`src/design/vmex_pkg.sv`:
```
// Package: shared types and opcode constants for the VM execute unit.
`timescale 1ns / 1ps
`default_nettype none
package vmex_pkg;
    typedef struct packed {
        logic [5:0]  command;
        logic [63:0] first_operand;
        logic [63:0] second_operand;
        logic [63:0] third_operand;
    } in_item_t;

    typedef struct packed {
        logic        pc_written;
        logic        exit_request;
        logic [1:0]  error_code;
        logic [63:0] program_counter;
    } out_item_t;

    typedef enum logic [1:0] {
        ERR_NONE = 2'd0,
        ERR_ADDR = 2'd1,
        ERR_DIV0 = 2'd2,
        ERR_SCALL = 2'd3
    } err_code_t;

    localparam logic [5:0] OP_SCALL = 6'd0;
    localparam logic [5:0] OP_LOAD = 6'd1;
    localparam logic [5:0] OP_LOADI = 6'd2;
    localparam logic [5:0] OP_LOADA = 6'd3;
    localparam logic [5:0] OP_SAVEAI = 6'd7;
    localparam logic [5:0] OP_ALU_LAST = 6'd21;
    localparam logic [5:0] OP_NOT = 6'd22;
    localparam logic [5:0] OP_NOTI = 6'd23;
    localparam logic [5:0] OP_CMP_LAST = 6'd35;
    localparam logic [5:0] OP_JRE_LAST = 6'd37;
    localparam logic [5:0] OP_JEQ_LAST = 6'd39;
    localparam logic [5:0] OP_JNE_LAST = 6'd41;
    localparam logic [5:0] OP_JMP_LAST = 6'd43;

    localparam logic [1:0] CFG_MEM_CHECK = 2'd0;
    localparam logic [1:0] CFG_MATH_CHECK = 2'd1;
    localparam logic [1:0] CFG_RAM_SIZE = 2'd2;

    // Instruction class decided in the front end
    typedef enum logic [3:0] {
        CL_NOP, CL_SCALL, CL_MOV, CL_MOVI, CL_LOADA, CL_STORE, CL_ALU,
        CL_NOT, CL_NOTI, CL_CMP, CL_JREL, CL_JEQ, CL_JNE, CL_JMP
    } op_class_t;

    typedef struct packed {
        op_class_t   cls;
        logic [2:0]  sub;
        logic        imm;
        logic        addr_reg;
        logic [63:0] a;
        logic [63:0] b;
        logic [63:0] c;
    } dec_item_t;
endpackage
`default_nettype wire

```
`src/design/vmex_front.sv`:
```
// Front end: accepts instructions, classifies them, two-entry queue to the back end.
`timescale 1ns / 1ps
`default_nettype none
module vmex_front
(
    input  wire logic                 clk,
    input  wire logic                 rst_n,
    input  wire logic                 in_valid,
    output logic                      in_stall,
    input  vmex_pkg::in_item_t        in_item,
    output logic                      q_valid,
    input  wire logic                 q_take,
    output vmex_pkg::dec_item_t       q_item
);
    import vmex_pkg::*;

    dec_item_t slot_reg [2];
    logic      rd_ptr_reg, wr_ptr_reg;
    logic [1:0] count_reg;
    dec_item_t dec;
    logic      push, pop;

    // Classify the command
    always_comb
    begin
        logic [5:0] cmd;
        logic [5:0] rel;
        cmd = in_item.command;
        dec.a = in_item.first_operand;
        dec.b = in_item.second_operand;
        dec.c = in_item.third_operand;
        dec.imm = cmd[0];
        dec.sub = 3'd0;
        dec.addr_reg = 1'b0;
        dec.cls = CL_NOP;
        rel = 6'd0;
        if (cmd == OP_SCALL) dec.cls = CL_SCALL;
        else if (cmd == OP_LOAD) dec.cls = CL_MOV;
        else if (cmd == OP_LOADI) dec.cls = CL_MOVI;
        else if (cmd == OP_LOADA) dec.cls = CL_LOADA;
        else if (cmd <= OP_SAVEAI)
        begin
            dec.cls = CL_STORE;
            dec.addr_reg = (cmd <= 6'd5);
        end
        else if (cmd <= OP_ALU_LAST)
        begin
            dec.cls = CL_ALU;
            rel = cmd - 6'd8;
            dec.sub = rel[3:1];
        end
        else if (cmd == OP_NOT) dec.cls = CL_NOT;
        else if (cmd == OP_NOTI) dec.cls = CL_NOTI;
        else if (cmd <= OP_CMP_LAST)
        begin
            dec.cls = CL_CMP;
            rel = cmd - 6'd24;
            dec.sub = rel[3:1];
        end
        else if (cmd <= OP_JRE_LAST) dec.cls = CL_JREL;
        else if (cmd <= OP_JEQ_LAST) dec.cls = CL_JEQ;
        else if (cmd <= OP_JNE_LAST) dec.cls = CL_JNE;
        else if (cmd <= OP_JMP_LAST) dec.cls = CL_JMP;
    end

    assign in_stall = (count_reg == 2'd2);
    assign push = in_valid && !in_stall;
    assign pop = q_take && q_valid;
    assign q_valid = (count_reg != 2'd0);
    assign q_item = slot_reg[rd_ptr_reg];

    // Queue storage
    always_ff @(posedge clk)
    begin
        if (push) slot_reg[wr_ptr_reg] <= dec;
    end

    // Queue pointers
    always_ff @(posedge clk or negedge rst_n)
    begin
        if (!rst_n)
        begin
            rd_ptr_reg <= 1'b0;
            wr_ptr_reg <= 1'b0;
            count_reg <= 2'd0;
        end
        else
        begin
            if (push) wr_ptr_reg <= !wr_ptr_reg;
            if (pop) rd_ptr_reg <= !rd_ptr_reg;
            count_reg <= count_reg + {1'b0, push} - {1'b0, pop};
        end
    end

    a_no_overflow: assert property (@(posedge clk) disable iff (!rst_n)
        count_reg == 2'd2 && !pop |=> count_reg == 2'd2)
        else $error("queue count changed without pop");
    a_count_range: assert property (@(posedge clk) disable iff (!rst_n)
        count_reg != 2'd3) else $error("queue count out of range");
    a_pop_valid: assert property (@(posedge clk) disable iff (!rst_n)
        count_reg == 2'd0 |-> !pop) else $error("pop from empty queue");
endmodule
`default_nettype wire

```
`config.mk`:
```
export PLATFORM = sky130hd
export DESIGN_NAME = vmex_front
export DESIGN_NICKNAME = d
export VERILOG_FILES = /design/src/design/vmex_pkg.sv /design/src/design/vmex_front.sv
export SDC_FILE = /design/constraint.sdc
export NUM_CORES = 1
export LEC_CHECK = 0
export BUFFER_PORTS_ARGS = -buffer_cell sky130_fd_sc_hd__buf_4
export CAP_MARGIN = 15
export CORE_MARGIN = 2
export CORE_UTILIZATION = 40
export DETAILED_ROUTE_END_ITERATION = 6
export PLACE_DENSITY = 0.66
export SKIP_CTS_REPAIR_TIMING = 1
export SLEW_MARGIN = 20
export SYNTH_ARGS = -nofsm -noshare
export SYNTH_HDL_FRONTEND = slang
export SYNTH_SLANG_ARGS = --single-unit
export TNS_END_PERCENT = 30
```
`constraint.sdc`:
```
create_clock -name clk -period 19.7 [get_ports clk]
set_clock_uncertainty 0.05 [all_clocks]
set_input_delay 4.925 -clock clk [delete_from_list [all_inputs] [get_ports clk]]
set_output_delay 4.925 -clock clk [all_outputs]
set_load 0.02 [all_outputs]
```
---- After elaboration in Yosys (flattened, before gate mapping) ----
Memories as Yosys holds them, arrays and structs flattened.
Cells that the tools add are included.
word-level totals
  word-level logic and storage cells ...... 57
  output and inout bits ................... 203
  memories ................................ 1
  memory bits (writable) .................. 402
  input bits .............................. 202
  register bits ........................... 4
memories
  name      words  bits a word  read ports  clocked after Yosys merged registers in  wr ports  RTL line          source
  slot_reg  2      201          1           0                                        1         vmex_front.sv:17  dec_item_t slot_reg [2];
operators by class
  $lt $le $gt $ge ......................... 8
  multiplexer cells ....................... 28
  reduce and logical (&&, ||, !) cells .... 7
  eq/ne operators ......................... 6
  add/subtract/negate cells ............... 4
operators with widths
  kind                                                                    count
  4-bit 2-to-1 mux                                                        12
  6-bit <= comparator (second input constant)                             5
  3-bit 2-to-1 mux                                                        8
  6-bit by 2-bit equality test with 1-bit output (second input constant)  2
  6-bit by 5-bit equality test with 1-bit output (second input constant)  2
  6-bit by 3-bit <= comparator with 1-bit output (second input constant)  2
  4-bit subtractor (second input constant)                                2
  1-bit 2-to-1 mux                                                        7
  7-bit 2-to-1 mux                                                        1
  6-bit by 1-bit equality test with 1-bit output (second input constant)  1
  6-bit by 5-bit <= comparator with 1-bit output (second input constant)  1
  6-bit logical NOT                                                       1
  1-bit logical NOT                                                       3
  2-bit by 1-bit adder with 2-bit output                                  1
  2-bit equality test (second input constant)                             1
  1-bit logical AND                                                       2
  2-bit nonzero test                                                      1
  2-bit by 1-bit subtractor with 2-bit output                             1

---- Longest topological paths before layout ----
  word-level depth ........................ 14
  depth in mapped cells ................... 7
  depth with buffers taken out ............ 7

---- Worst setup path before layout ----
OpenSTA, ideal clock, no wires.
  path type ............................... input to register
  from .................................... input port in_valid
  to ...................................... memory slot_reg[0][0] in the netlist's numbering (enable)
  library setup time ...................... 0.765 ns
  data arrival time ....................... 13.352 ns
  path buffers ............................ 0
  stages .................................. 2
  path slack .............................. 5.533 ns
  data required time ...................... 18.885 ns
  path through ............................ nand2_1 -> nor2_1
between the ends
  cells in the longest elaborated chain, start to end .. 3
RTL lines
  what                                    RTL line          source
  from (decl)                             vmex_front.sv:8   input wire logic in_valid,
  1-bit logical AND                       vmex_front.sv:67  assign push = in_valid && !in_stall;
  1-bit 2-to-1 mux                        vmex_front.sv:75  if (push) slot_reg[wr_ptr_reg] <= dec;
  1-bit 2-to-1 mux (not written as such)  vmex_front.sv:75
  to (decl)                               vmex_front.sv:17
Every way passes these cells.

==> results.py <==
metrics = {
    "status": {
        "outcome": "finished, final reports clean",
    },
    "drt": {
        "vias_per_cell": 4.76,
        "antenna_left": 0,
        "vias": 7733,
        "firstDrtPassIters": 4,
        "drcViolationCount": 0,
        "wl_um": 31100,
        "wl_per_cell_um": 19.1,
        "drtIter0Drc": 254,
    },
    "sta": {
        "fmax_mhz": 128,
        "final_max_slew_viol_count": 0,
        "hold_viol": 0,
        "setup_viol_count_final": 0,
        "period_share_pct": 39.8,
        "rsz0062_at_grt": "false",
        "worst_pin_slew_ns": 1.08,
        "tns_ns": 0,
        "layout_min_cycle_time_ns": 7.84,
        "relSlewSlack_pct": 28.2,
    },
    "floorplanning": {
        "dieArea_mm2": 0.0392,
        "io_pins": 405,
        "initial_core_util_pct": 40.3,
        "rows": 71,
        "die_y_um": 198,
        "core_mm2": 0.0373,
        "die_w_um": 198,
    },
    "power_and_ir_drop": {
        "clkPwrFrac_pct": 24.4,
        "power.leakage_nw": 7.34,
        "power_density_mw_per_mm2": 154,
        "seqPwrFrac_pct": 40.5,
        "peakVddDrop_v": 0.0000956,
        "p_switching_w": 0.000965,
        "internal_power_w": 0.00208,
        "combPwrFrac_pct": 35.1,
        "switching_share_pct": 31.7,
    },
    "setup_path": {
        "slowest_stage": "dfrtp_4",
        "crit_path_frequent_cell": "buf_4",
        "crit_fanout": 55,
        "critical_path_arrival_ns": 2.86,
        "end_kind": "primary output",
        "critical_path_class": "register to primary output",
        "critPathRequiredTime_ns": 14.73,
        "crit_path_start_kind": "register",
        "r2r_slack_ns": 16.46,
        "crit_chain": "buf_16, buf_4, mux2_2, buf_4",
        "cpPeakStageDelay_ns": 0.67,
    },
    "job": {
        "cap_violations": 0,
    },
    "synthesis": {
        "yosysMostFrequentCell": "edfxtp_1",
        "synth_nets": 892,
        "ys_seq_elements": 406,
        "ys.flop_type": "edfxtp_1",
        "synth_top_family_by_area": "multiplexers",
        "yosys.area_share.simple_pct": 0.840,
        "syn_area_mm2": 0.0150,
        "synth_edf_count": 402,
        "synth_compound_area_share_pct": 0.857,
        "yosys.area.top_type_share_pct": 80.3,
        "ys_async_sr_fraction_pct": 0.985,
        "synthAdderAreaFrac_pct": 0.166,
        "syn_area_per_cell_um2": 21.9,
        "synth_seq_area_share_pct": 80.9,
        "yosysWarnings": 0,
        "synthTopCellsByArea": "edfxtp_1 80%, mux2_2 15%, buf_6 1.4%",
        "synth_xor_area_share_pct": 0.291,
        "synthTopCellsByCount": "402 x edfxtp_1, 201 x mux2_2, 19 x buf_6, 7 x a21oi_1",
        "syn_inst": 688,
        "yosysUniqueCellTypes": 33,
        "muxShareOfSynthArea_pct": 15.0,
        "synth_area_leader_cell": "edfxtp_1",
    },
    "min_path": {
        "worstHoldPathType": "register to register",
    },
    "cts": {
        "cts_tree": "yes",
        "h-tree-depth": 2,
        "clkLatencyLatePin_ns": 0.54,
        "cts_sinks": 406,
        "clock_path_buffers": 3,
        "root_buffer": "clkbuf_16",
        "clk_pin_slew_worst_paths_ns": 0.05,
        "cts_buffers": 43,
    },
    "global_route": {
        "antenna_found_initial": 0,
        "grt.overflow.total": 0,
        "track_usage_pct": 15.2,
        "grt_first_pass_wirelength_um": 44900,
        "grt_max_degree": 79,
        "grt_pass1_vias": 8021,
    },
    "layout": {
        "synthToLayoutAreaGrowth_pct": 31.7,
        "fin_util_pct": 53.1,
        "drive_gt1_share_pct": 59.0,
        "layout.nets": 1322,
        "num_antenna_cells": 0,
        "largest_register_ff_count": 402,
    },
    "placement": {
        "io_buffers": 404,
        "dp_hpwl_um": 20000,
        "gp_congestion": 0.747,
    },
}
## critical path: cells and delay by family (launching register included)
family | cells | cell delay (ns)
buffers and inverters | 3 | 1.15
multiplexers | 1 | 0.42
flip-flops | 1 | 0.67
## power groups by stage
stage          logic, W  registers, W  clock network, W
6_report        0.00107       0.00123          0.000743
5_1_grt         0.00114       0.00125          0.000798
4_1_cts         0.00106       0.00126          0.000768
3_5_place_dp    0.00105       0.00127                 0
3_3_place_gp    0.00105       0.00126                 0
2_1_floorplan  0.000683       0.00128                 0
## layout make-up
type / count / area (µm²)
inverter: 5 / 18.8
sequential: 406 / 12200
timing repair buffer: 412 / 3110
fill: 3000 / 17500
multi-input combinational: 250 / 2600
tap: 474 / 593
clock buffer: 50 / 1140
clock inverter: 27 / 160
## metrics by stage
stage                     setup slack [ns]  total power (W)  hold slack [ns]  area (µm²)  instances
final                                11.86          0.00304            0.449       19800       1624
after global routing                 11.71          0.00319            0.489       19800       1624
after CTS                            11.37          0.00308            0.455       19800       1623
after detailed placement             11.94          0.00233            0.446       18500       1546
after global placement               11.96          0.00232            0.433       18500       1546
after floorplan                       5.53          0.00197            0.410       15000        688
## placed cells by master (no fill, tap or decap), drive strengths merged, types with 2 or more instances in the layout
| master | netlist | layout |
|---|---|---|
| edfxtp | 402 | 402 |
| or2 | 2 | 2 |
| clkinv | 0 | 21 |
| o31ai | 2 | 2 |
| nand2b | 5 | 5 |
| nor2 | 4 | 4 |
| a21oi | 7 | 7 |
| inv | 5 | 6 |
| ha | 2 | 2 |
| xnor2 | 4 | 4 |
| mux2 | 201 | 201 |
| nand2 | 3 | 3 |
| dfrtp | 4 | 4 |
| clkbuf | 0 | 50 |
| o21ai | 3 | 3 |
| buf | 27 | 412 |
| clkinvlp | 0 | 4 |
## metal layers
| layer | track usage, % | routed length (µm) |
|---|---|---|
| met5 | 0 | 0 |
| met2 | 24.2 | 14800 |
| met1 | 17.9 | 12000 |
| met4 | 6.74 | 974 |
| met3 | 6.49 | 3370 |
## path summary, 6_finish.rpt
check / startpoint / depth (start not counted) / to
max: rd_ptr_reg$_DFFE_PN0P_ / 4 / q_item[168]
min: count_reg[1]$_DFF_PN0_ / 1 / count_reg[1]$_DFF_PN0_
max reg2reg: count_reg[1]$_DFF_PN0_ / 5 / slot_reg[0][119]$_DFFE_PP_
min reg2reg: count_reg[1]$_DFF_PN0_ / 1 / count_reg[1]$_DFF_PN0_
max in group asynchronous: rst_n / 1 / rd_ptr_reg$_DFFE_PN0P_
min in group asynchronous: rst_n / 1 / rd_ptr_reg$_DFFE_PN0P_
## cells by family after synthesis
| kind of cell | after synthesis |
|---|---|
| compound gates | 20 |
| xor+xnor | 5 |
| fa+ha+maj | 2 |
| buf+inv | 32 |
| flops | 406 |
| mux | 201 |
| simple gates | 22 |
(Power assumes the default switching activity.)
